File: config.mk
export PLATFORM = sky130hd
export DESIGN_NAME = capture_period_speed_meter_core
export DESIGN_NICKNAME = d
export VERILOG_FILES = /design/src/sv/cpsm_pkg.sv /design/src/sv/cpsm_regs.sv /design/src/sv/cpsm_div.sv /design/src/sv/capture_period_speed_meter_core.sv
export VERILOG_INCLUDE_DIRS = /design/src /design/src/sv
export SDC_FILE = /design/constraint.sdc
export NUM_CORES = 1
export LEC_CHECK = 0
export CORE_MARGIN = 2
export CORE_UTILIZATION = 30
export CTS_CLUSTER_DIAMETER = 30
export DETAILED_ROUTE_END_ITERATION = 7
export DONT_BUFFER_PORTS = 1
export HOLD_SLACK_MARGIN = 0.15
export PLACE_DENSITY_LB_ADDON = 0.1
export SLEW_MARGIN = 10
export SYNTH_ARGS = -nofsm -noshare
export SYNTH_HDL_FRONTEND = slang
export SYNTH_SLANG_ARGS = --single-unit
File: constraint.sdc
create_clock -name clk -period 5.4 [get_ports clk]
set_clock_uncertainty 0.15 [all_clocks]
set_input_delay 0.54 -clock clk [delete_from_list [all_inputs] [get_ports clk]]
set_output_delay 0.54 -clock clk [all_outputs]
set_load 0.02 [all_outputs]
File: src/sv/capture_period_speed_meter_core_assert.svh
// ----------------------------------------------------------------------------
// Capture period speed meter: assertion macros
// Concurrent checks clocked on clk, disabled while arst_n is low.
// ----------------------------------------------------------------------------
`ifndef CAPTURE_PERIOD_SPEED_METER_CORE_ASSERT_SVH
`define CAPTURE_PERIOD_SPEED_METER_CORE_ASSERT_SVH

// same-cycle implication
`define CPSM_ASSERT_NOW(label, ante, cons, msg) \
	label: assert property (@(posedge clk) disable iff (!arst_n) (ante) |-> (cons)) \
		else $error(msg);

// next-cycle implication
`define CPSM_ASSERT_NEXT(label, ante, cons, msg) \
	label: assert property (@(posedge clk) disable iff (!arst_n) (ante) |=> (cons)) \
		else $error(msg);

`endif

File: src/sv/cpsm_pkg.sv
// ----------------------------------------------------------------------------
// Capture period speed meter package
// Widths, register map, reset values and shared types.
// ----------------------------------------------------------------------------
`default_nettype none

package cpsm_pkg;

	localparam int TIMER_BITS = 16;
	localparam int NUM_W      = 24;
	localparam int MINP_W     = 16;
	localparam int STOP_W     = 8;
	localparam int CAP_W      = 16;
	localparam int PERIOD_W   = TIMER_BITS + 1;
	localparam int CMP_W      = (PERIOD_W > MINP_W) ? PERIOD_W : MINP_W;
	localparam int DIV_CNT_W  = $clog2(NUM_W + 1);

	localparam int ADDR_W     = 4;
	localparam int DATA_W     = 32;
	localparam int REG_IDX_W  = 2;

	localparam logic [REG_IDX_W-1:0] REG_NUMERATOR  = 2'd0;
	localparam logic [REG_IDX_W-1:0] REG_MIN_PERIOD = 2'd1;
	localparam logic [REG_IDX_W-1:0] REG_STOP_TICKS = 2'd2;

	localparam logic ACT_CAPTURE = 1'b0;
	localparam logic ACT_TICK    = 1'b1;

	localparam logic [NUM_W-1:0]  RST_NUMERATOR  = NUM_W'(300000);
	localparam logic [MINP_W-1:0] RST_MIN_PERIOD = MINP_W'(100);
	localparam logic [STOP_W-1:0] RST_STOP_TICKS = STOP_W'(20);

	typedef logic [TIMER_BITS-1:0] timer_t;
	typedef logic [PERIOD_W-1:0]   period_t;
	typedef logic [NUM_W-1:0]      speed_t;

	typedef struct packed {
		logic [NUM_W-1:0]  numerator;
		logic [MINP_W-1:0] min_period;
		logic [STOP_W-1:0] stop_ticks;
	} cfg_t;

	typedef struct packed {
		logic busy;
		logic done;
	} div_stat_t;

endpackage

`default_nettype wire

File: src/sv/cpsm_regs.sv
// ----------------------------------------------------------------------------
// Capture period speed meter: configuration registers
// APB-style write/read of numerator, minimum period and stop tick limit.
// ----------------------------------------------------------------------------
`default_nettype none

module cpsm_regs (
	input  logic                       clk,
	input  logic                       arst_n,
	input  logic                       psel,
	input  logic                       penable,
	input  logic                       pwrite,
	input  logic [cpsm_pkg::ADDR_W-1:0] paddr,
	input  logic [cpsm_pkg::DATA_W-1:0] pwdata,
	output logic [cpsm_pkg::DATA_W-1:0] prdata,
	output logic                       pready,
	output cpsm_pkg::cfg_t             cfg
);
	import cpsm_pkg::*;

	cfg_t                 cfg_q;
	logic                 wr_en;
	logic [REG_IDX_W-1:0] idx;

	assign pready = 1'b1;
	assign wr_en  = psel && penable && pwrite;
	assign idx    = paddr[ADDR_W-1:2];
	assign cfg    = cfg_q;

	always_ff @(posedge clk or negedge arst_n) begin
		if (!arst_n) begin
			cfg_q.numerator  <= RST_NUMERATOR;
			cfg_q.min_period <= RST_MIN_PERIOD;
			cfg_q.stop_ticks <= RST_STOP_TICKS;
		end else if (wr_en) begin
			case (idx)
				REG_NUMERATOR:  cfg_q.numerator  <= pwdata[NUM_W-1:0];
				REG_MIN_PERIOD: cfg_q.min_period <= pwdata[MINP_W-1:0];
				REG_STOP_TICKS: cfg_q.stop_ticks <= pwdata[STOP_W-1:0];
				default: ;
			endcase
		end
	end

	always_comb begin
		case (idx)
			REG_NUMERATOR:  prdata = DATA_W'(cfg_q.numerator);
			REG_MIN_PERIOD: prdata = DATA_W'(cfg_q.min_period);
			REG_STOP_TICKS: prdata = DATA_W'(cfg_q.stop_ticks);
			default:        prdata = '0;
		endcase
	end

endmodule

`default_nettype wire

File: src/sv/cpsm_div.sv
// ----------------------------------------------------------------------------
// Capture period speed meter: restoring divider
// One quotient bit per cycle; quotient shifts into the dividend register.
// ----------------------------------------------------------------------------
`default_nettype none

module cpsm_div (
	input  logic                  clk,
	input  logic                  arst_n,
	input  logic                  start,
	input  cpsm_pkg::speed_t      num,
	input  cpsm_pkg::period_t     den,
	output cpsm_pkg::speed_t      quot,
	output cpsm_pkg::div_stat_t   stat
);
	import cpsm_pkg::*;

	speed_t               num_q;
	period_t              den_q;
	period_t              rem_q;
	logic [DIV_CNT_W-1:0] cnt_q;
	logic                 done_q;

	logic [PERIOD_W:0] shifted;
	logic [PERIOD_W:0] diff;
	logic              ge;

	assign shifted = {rem_q, num_q[NUM_W-1]};
	assign diff    = shifted - {1'b0, den_q};
	assign ge      = shifted >= {1'b0, den_q};

	always_ff @(posedge clk or negedge arst_n) begin
		if (!arst_n) begin
			cnt_q  <= '0;
			done_q <= 1'b0;
		end else begin
			done_q <= (cnt_q == DIV_CNT_W'(1));
			if (start) begin
				cnt_q <= DIV_CNT_W'(NUM_W);
			end else if (cnt_q != '0) begin
				cnt_q <= cnt_q - DIV_CNT_W'(1);
			end
		end
	end

	always_ff @(posedge clk) begin
		if (start) begin
			num_q <= num;
			den_q <= den;
			rem_q <= '0;
		end else if (cnt_q != '0) begin
			rem_q <= ge ? diff[PERIOD_W-1:0] : shifted[PERIOD_W-1:0];
			num_q <= {num_q[NUM_W-2:0], ge};
		end
	end

	assign quot      = num_q;
	assign stat.busy = (cnt_q != '0);
	assign stat.done = done_q;

endmodule

`default_nettype wire

File: src/sv/capture_period_speed_meter_core.sv
// ----------------------------------------------------------------------------
// Capture period speed meter core
// Tachometer on a free-running capture timer: speed = numerator / period,
// glitch rejection below a minimum period, forced zero after idle ticks.
// ----------------------------------------------------------------------------
// Channel | Dir | Handshake          | Payload
// in      | in  | in_valid/in_stall  | action, capture_value
// out     | out | out_valid/out_stall| speed, accepted, stopped
// cfg     | in  | psel/penable/pready| paddr, pwdata, prdata
//
// Tick or rejected capture: taken in IDLE, evaluated in EVAL, result registered in OUT.
// Accepted capture: EVAL starts the 24-step restoring divider, DIV waits, then OUT.
// One item in flight; in_stall is high until the result is registered.
// A waiting result does not block the next item; out_stall only delays OUT.
// arst_n clears state, held speed to zero and registers to their defaults.
// ----------------------------------------------------------------------------
`default_nettype none

`include "capture_period_speed_meter_core_assert.svh"

module capture_period_speed_meter_core (
	input  logic                        clk,
	input  logic                        arst_n,
	input  logic                        psel,
	input  logic                        penable,
	input  logic                        pwrite,
	input  logic [cpsm_pkg::ADDR_W-1:0] paddr,
	input  logic [cpsm_pkg::DATA_W-1:0] pwdata,
	output logic [cpsm_pkg::DATA_W-1:0] prdata,
	output logic                        pready,
	input  logic                        in_valid,
	output logic                        in_stall,
	input  logic                        action,
	input  logic [cpsm_pkg::CAP_W-1:0]  capture_value,
	output logic                        out_valid,
	input  logic                        out_stall,
	output logic [cpsm_pkg::NUM_W-1:0]  speed,
	output logic                        accepted,
	output logic                        stopped
);
	import cpsm_pkg::*;

	typedef enum logic [3:0] {
		ST_IDLE = 4'b0001,
		ST_EVAL = 4'b0010,
		ST_DIV  = 4'b0100,
		ST_OUT  = 4'b1000
	} state_t;

	state_t            state_q;
	cfg_t              cfg;
	div_stat_t         div_stat;
	speed_t            div_quot;
	logic              div_start;

	logic              action_q;
	timer_t            cap_q;
	timer_t            last_q;
	logic [STOP_W-1:0] idle_q;
	speed_t            speed_q;
	logic              acc_q;
	logic              stop_q;

	logic              out_valid_q;
	speed_t            speed_o_q;
	logic              acc_o_q;
	logic              stop_o_q;

	timer_t            diff_raw;
	period_t           period;
	logic              period_ok;
	logic [STOP_W-1:0] idle_inc;
	logic              tick_stop;
	logic              in_take;
	logic              out_free;

	cpsm_regs u_regs (
		.clk     (clk),
		.arst_n  (arst_n),
		.psel    (psel),
		.penable (penable),
		.pwrite  (pwrite),
		.paddr   (paddr),
		.pwdata  (pwdata),
		.prdata  (prdata),
		.pready  (pready),
		.cfg     (cfg)
	);

	cpsm_div u_div (
		.clk    (clk),
		.arst_n (arst_n),
		.start  (div_start),
		.num    (cfg.numerator),
		.den    (period),
		.quot   (div_quot),
		.stat   (div_stat)
	);

	assign diff_raw  = cap_q - last_q;
	assign period    = {(diff_raw == '0), diff_raw};
	assign period_ok = CMP_W'(period) >= CMP_W'(cfg.min_period);
	assign idle_inc  = idle_q + STOP_W'(1);
	assign tick_stop = idle_inc >= cfg.stop_ticks;

	assign in_stall  = (state_q != ST_IDLE);
	assign in_take   = in_valid && !in_stall;
	assign out_free  = !out_valid_q || !out_stall;
	assign div_start = (state_q == ST_EVAL) && (action_q == ACT_CAPTURE) && period_ok;

	always_ff @(posedge clk or negedge arst_n) begin
		if (!arst_n) begin
			state_q     <= ST_IDLE;
			last_q      <= '0;
			idle_q      <= '0;
			speed_q     <= '0;
			acc_q       <= 1'b0;
			stop_q      <= 1'b0;
			out_valid_q <= 1'b0;
		end else begin
			if (state_q == ST_OUT && out_free) begin
				out_valid_q <= 1'b1;
			end else if (out_valid_q && !out_stall) begin
				out_valid_q <= 1'b0;
			end
			unique case (state_q)
				ST_IDLE: begin
					if (in_take) begin
						state_q <= ST_EVAL;
					end
				end
				ST_EVAL: begin
					acc_q  <= (action_q == ACT_CAPTURE) && period_ok;
					stop_q <= (action_q == ACT_TICK) && tick_stop;
					if (action_q == ACT_TICK) begin
						state_q <= ST_OUT;
						if (tick_stop) begin
							speed_q <= '0;
							idle_q  <= '0;
						end else begin
							idle_q <= idle_inc;
						end
					end else if (period_ok) begin
						last_q  <= cap_q;
						idle_q  <= '0;
						state_q <= ST_DIV;
					end else begin
						state_q <= ST_OUT;
					end
				end
				ST_DIV: begin
					if (div_stat.done) begin
						speed_q <= div_quot;
						state_q <= ST_OUT;
					end
				end
				ST_OUT: begin
					if (out_free) begin
						state_q <= ST_IDLE;
					end
				end
				default: state_q <= ST_IDLE;
			endcase
		end
	end

	always_ff @(posedge clk) begin
		if (in_take) begin
			action_q <= action;
			cap_q    <= TIMER_BITS'(capture_value);
		end
		if (state_q == ST_OUT && out_free) begin
			speed_o_q <= speed_q;
			acc_o_q   <= acc_q;
			stop_o_q  <= stop_q;
		end
	end

	assign out_valid = out_valid_q;
	assign speed     = speed_o_q;
	assign accepted  = acc_o_q;
	assign stopped   = stop_o_q;

	`CPSM_ASSERT_NOW(a_flags_excl, out_valid, !(accepted && stopped), "accepted and stopped both set")
	`CPSM_ASSERT_NOW(a_stop_zero, out_valid && stopped, speed == '0, "stopped result with nonzero speed")
	`CPSM_ASSERT_NOW(a_div_in_div, div_stat.done, state_q == ST_DIV, "divider done outside DIV")
	`CPSM_ASSERT_NOW(a_div_live, state_q == ST_DIV, div_stat.busy || div_stat.done, "DIV with idle divider")
	`CPSM_ASSERT_NEXT(a_start_div, div_start, state_q == ST_DIV && div_stat.busy, "divide did not start")

endmodule

`default_nettype wire
# Word level (Yosys, flattened, before mapping)
# Index checks and enable logic that the tools add are counted.
# totals
in_bits,60
regBits,210
out_inout_bits,61
elab_cells,89
# op_classes
muxes,21
add_sub_neg,4
n_eq_ne,13
n_reduce_logical,27
bitwise_logic,1
magnitude_cmp,3
# op_table
cell,n
$mux W24,5
$pmux W24 S3,1
$pmux W24 S2,1
$mux W8,3
$mux W4,5
$ge A18 B17 Y1,1
$ge A17 B16 Y1,1
$mux W17,1
$sub A17 B17 Y17,1
$logic_not A16 Y1,1
$pmux W4 S4,1
$sub A16 B16 Y16,1
$mux W5,2
$logic_and A1 B1 Y1,9
$add A8 B1 Y8 const B,1
$ge A8 B8 Y1,1
$ne A2 B2 Y1 const B,4
$reduce_and A2 Y1,4
$reduce_bool A2 Y1,4
$reduce_and A3 Y1,2
$eq A5 B1 Y1 const B,1
$reduce_bool A5 Y1,1
$sub A5 B1 Y5 const B,1
$eq A4 B1 Y1 const B,1
13 further kinds,16

# Longest topological paths before layout
# depth
ltp_word,6
mapped_depth,19

# Modules after synthesis
# Synthesis repeated with hierarchy kept, for this count alone.
# hier_totals
hier_cells,995
hier_area_um2,11267.1
# by_module_without_submodules
mod,n_inst,seq_area_each_um2,area_each_um2,cells_per_inst
capture_period_speed_meter_core,1,2668.8,5152.4,472
cpsm_div,1,1721.7,3847.4,354
cpsm_regs,1,1217.4,2267.2,169

# Least setup slack after synthesis
# No wires, ideal clock.
# synth_path
path_type,reg-to-reg
from,register cap_q[0]
to,"register u_div.num_q[0], in the netlist u_div.quot[0], enable pin"
n_path_buf,2
setup_time_ns,0.384
path_slack_ns,1.072
arrival_ns,3.794
t_required_ns,4.866
stages_incl_launch_ff,20
cell_sequence,edfxtp_1 inv_1 ha_1 inv_1 fa_1 a21o_1 nand4_1 a21o_1 nand2_1 o311a_1 ha_1 nand4_1 nor2_1 o21ai_0 o211ai_1 nand3_1 o41ai_4 buf_6 buf_6 nand2b_1
# synth_via
elab_chain_len,5
# synth_rtl
item,line_no,text
from (decl),capture_period_speed_meter_core.sv:57,timer_t cap_q;
from (signal assigned),capture_period_speed_meter_core.sv:170,cap_q <= TIMER_BITS'(capture_value);
$sub A16 B16 Y16 (*),capture_period_speed_meter_core.sv:100,assign diff_raw = cap_q - last_q;
net diff_raw[12],capture_period_speed_meter_core.sv:69,timer_t diff_raw;
$logic_not A16 Y1,capture_period_speed_meter_core.sv:101,"assign period = {(diff_raw == '0), diff_raw};"
$ge A17 B16 Y1 (*),capture_period_speed_meter_core.sv:102,assign period_ok = CMP_W'(period) >= CMP_W'(cfg.min_period);
$logic_and A1 B1 Y1 (*),capture_period_speed_meter_core.sv:109,assign div_start = (state_q == ST_EVAL) && (action_q == ACT_CAPTURE) && period_ok;
$reduce_bool A2 Y1 (no line) (*),--,
to (signal assigned),cpsm_div.sv:48,num_q <= num;
to (signal assigned),cpsm_div.sv:53,"num_q <= {num_q[NUM_W-2:0], ge};"
to (decl),cpsm_div.sv:18,speed_t num_q;
# The timed path passes the listed nets; every way through them passes the cells marked *.
# A chain may end at the register's enable or synchronous reset.

# Worst setup path in the final report
# layout_path
from,register cap_q[0]
to,"register u_div.num_q[23], in the netlist u_div.quot[23], data pin"
# layout_via
elab_chain_len,5
# layout_rtl
item,line_no,text
$sub A16 B16 Y16 (*),capture_period_speed_meter_core.sv:100,
net diff_raw[4],capture_period_speed_meter_core.sv:69,
$logic_not A16 Y1,capture_period_speed_meter_core.sv:101,
$ge A17 B16 Y1 (*),capture_period_speed_meter_core.sv:102,
$logic_and A1 B1 Y1 (*),capture_period_speed_meter_core.sv:109,
$mux W24 (*),cpsm_div.sv:47,if (start) begin
# Marked as above.

==> flow_summary.json <==
{
  "syn_area_sq_um": 10800,
  "fmax_mhz": 219,
  "synth_cell_types": 74,
  "finalSetupTns_ps": 0,
  "synth-seq-area-share": 0.517,
  "grt_usage": 0.146,
  "diodes": 0,
  "drv_slew": 0,
  "cap_violations": 0,
  "yosysWarningCount": 0,
  "yosysMostFrequentCell": "dfrtp_1",
  "fp.dieH_um": 194,
  "syn_inst": 975,
  "timing.rr.start": "cap_q[0]",
  "hold_ws_ps": 227,
  "ys_ff_latch": 210,
  "antenna_found_initial": 0,
  "ff2ff_path_depth": 14,
  "start_kind": "flop",
  "gp_congestion": 0.810,
  "whs_path_depth": 1,
  "antenna_left": 0,
  "ir_worst_vdd_v": 0.000548,
  "synth_ff_type": "dfrtp_1",
  "grt.overflow.total": 0,
  "synth.area.top_cells": "edfxtp_1 23%, dfrtp_1 22%, ha_1 7.0%, mux2_2 5.3%, dfstp_2 3.4%",
  "clkSlewWorstSetupHoldPaths_ps": 50,
  "reg2reg_slack_ps": 830,
  "cts_sinks": 210,
  "vias_per_cell": 4.83,
  "rsz0062_at_grt": "no",
  "fin_ws_ps": 829,
  "outcome": "completed",
  "postCtsSetupRepairBufs": 0,
  "die-area_sq_um": 37700,
  "drtPass1Iterations": 4,
  "synth_top_cell_by_area": "edfxtp_1",
  "num_io_pins": 121,
  "cp-end-kind": "flop",
  "setup_violations": 0,
  "wl_per_cell_um": 17.2,
  "design.core.area_sq_um": 35600,
  "port_buffers": 0,
  "synth.avg_cell_area_sq_um": 11.1,
  "hp-class": "input pin to flop",
  "worstHoldEndpoint": "accepted",
  "max_slew_margin": 0.321,
  "dr_total_vias": 7556,
  "drcViolationCount": 0,
  "layout-drive-gt1-share": 0.165,
  "fin_crit_ps": 4570,
  "clockBufferDepth": 3,
  "final-hold-violation-count": 0,
  "synth_common_cells": "95 x dfrtp_1, 84 x edfxtp_1, 72 x nand2_1",
  "place_ws_ps": 738,
  "syn_to_final_growth_pct": 27.3,
  "synth_top_area_frac": 0.233,
  "critPathMaxFanout": 20,
  "synthArstFlopShare": 0.519,
  "ctsRootBufferMaster": "clkbuf_16",
  "grt_max_degree": 110,
  "p_leak_nw": 5.77,
  "wl_mm": 26.9,
  "cts_tree": "yes",
  "fin_crit_sh": 0.847,
  "initial_core_util": 0.305,
  "cts_buffers": 52,
  "critPathRequiredTime_ps": 5580,
  "cp.arrival_ps": 4750,
  "clkLatencyLatePin_ps": 590,
  "rows": 69,
  "grt_pass1_vias": 7768,
  "die_w_um": 194,
  "grt_pass1_wl_mm": 43.7,
  "p_per_area_nw_per_um2": 645,
  "r2r_end": "u_div.quot[23]",
  "final_cells": 1565,
  "dp.cells": 1408,
  "dpl.hpwl_mm": 18.8,
  "worst_slew_pin_slew_ps": 1020,
  "synth-edff-count": 84,
  "min_from": "out_stall",
  "htreeDepth": 2,
  "crit_type": "flop to flop",
  "first_iter_violations": 378,
  "nets": 1183
}
-- power breakdown --
part           switching, W  total [W]  internal (W)
Sequential         0.000314    0.00255       0.00223
Clock              0.000996    0.00324       0.00224
Combinational       0.00182    0.00312       0.00130
Total               0.00313    0.00890       0.00577
-- state kept, by name, indices dropped and copies added, names as in the netlist, 4 cells and up --
name,cells
idle_q,8
cap_q,16
u_regs.cfg,48
speed,24
u_div.den_q,17
u_div.rem_q,17
u_div.cnt_q,5
last_q,16
speed_q,24
state_q,4
u_div.quot,24
-- cells in the final DEF (no fill, tap or decap), types with 8 or more instances in the layout --
cell           instances
dfrtp_1               95
o211ai_1              10
xnor2_1               12
mux2i_1               22
nor2_1                56
clkbuf_16             53
nand3_1               21
dfstp_2               14
o21ai_0               54
dlygate4sd3_1         58
nand2_1               72
mux2_1                13
nor2b_1                8
nor3_1                13
a211oi_1              15
a22o_1                24
nand2b_1               8
a21o_1                11
and2_1                14
ha_1                  61
xor2_1                15
clkbuf_8               8
edfxtp_1              84
clkinv_2               9
o2111ai_1              8
a21oi_1               47
a22oi_1                8
conb_1                 9
buf_4                 14
dfxtp_1               17
inv_1                 71
mux2_2                51
-- cell type report --
cell class | count | area [sq um]
clock inverters | 30 | 405
fillers | 3517 | 21800
well taps | 461 | 577
flip-flops and latches | 210 | 5610
clock buffers | 68 | 1460
repair buffers | 73 | 713
inverters | 72 | 270
multi-input cells | 651 | 4770
-- worst max-delay path, cell delays in order (launching register included) --
cell and delay, ps:
edfxtp_1 390, inv_1 90, ha_1 150, inv_1 50
fa_1 410, a21o_1 190, a21oi_1 170, xnor2_1 140
or4_1 530, nor4_2 220, nand4bb_1 180, buf_4 210
o41ai_4 660, buf_4 420, mux2_2 370
-- worst max path at each step --
stage	to	cells past startpoint	slack, ps	from
3_5_place_dp	u_div.quot[23]	14	740	cap_q[0]
4_1_cts	u_div.quot[23]	14	760	cap_q[0]
5_1_grt	u_div.quot[16]	17	480	cap_q[0]
2_1_floorplan	u_div.quot[0]	19	1070	cap_q[0]
3_3_place_gp	u_div.quot[4]	14	750	cap_q[0]
6_report	u_div.quot[23]	14	830	cap_q[0]
-- metal layers --
metal	vias to the layer above	wire, um	GRT usage
met5	-	0	0
met4	0	777	0.0547
met3	52	1010	0.0346
met2	125	12100	0.224
met1	3641	13100	0.200
li1	3738	-	-
-- logic make-up after synthesis --
kind of cell	count (synthesis)	synth area share
simple gates	236	0.106
flops	210	0.517
compound gates	230	0.145
other cells	2	0.000693
mux	86	0.0868
xor+xnor	27	0.0218
fa+ha+maj	63	0.0741
buf+inv	121	0.0485
-- through the flow --
stage          utilization  total power [W]  cell area (sq um)
6_report             0.388          0.00890              13800
2_1_floorplan            -          0.00483              10900
3_3_place_gp         0.319          0.00564              11300
4_1_cts              0.388          0.00903              13800
5_1_grt              0.388          0.00959              13800
3_5_place_dp         0.319          0.00565              11300
-- timing repair --
item | 4_1_cts | 5_1_grt
hold buffers | 59 | 0
resized for setup | 0 | 0
endpoints found under the hold margin | 178 | 0
Note: power is estimated with default switching activity, not from simulation.
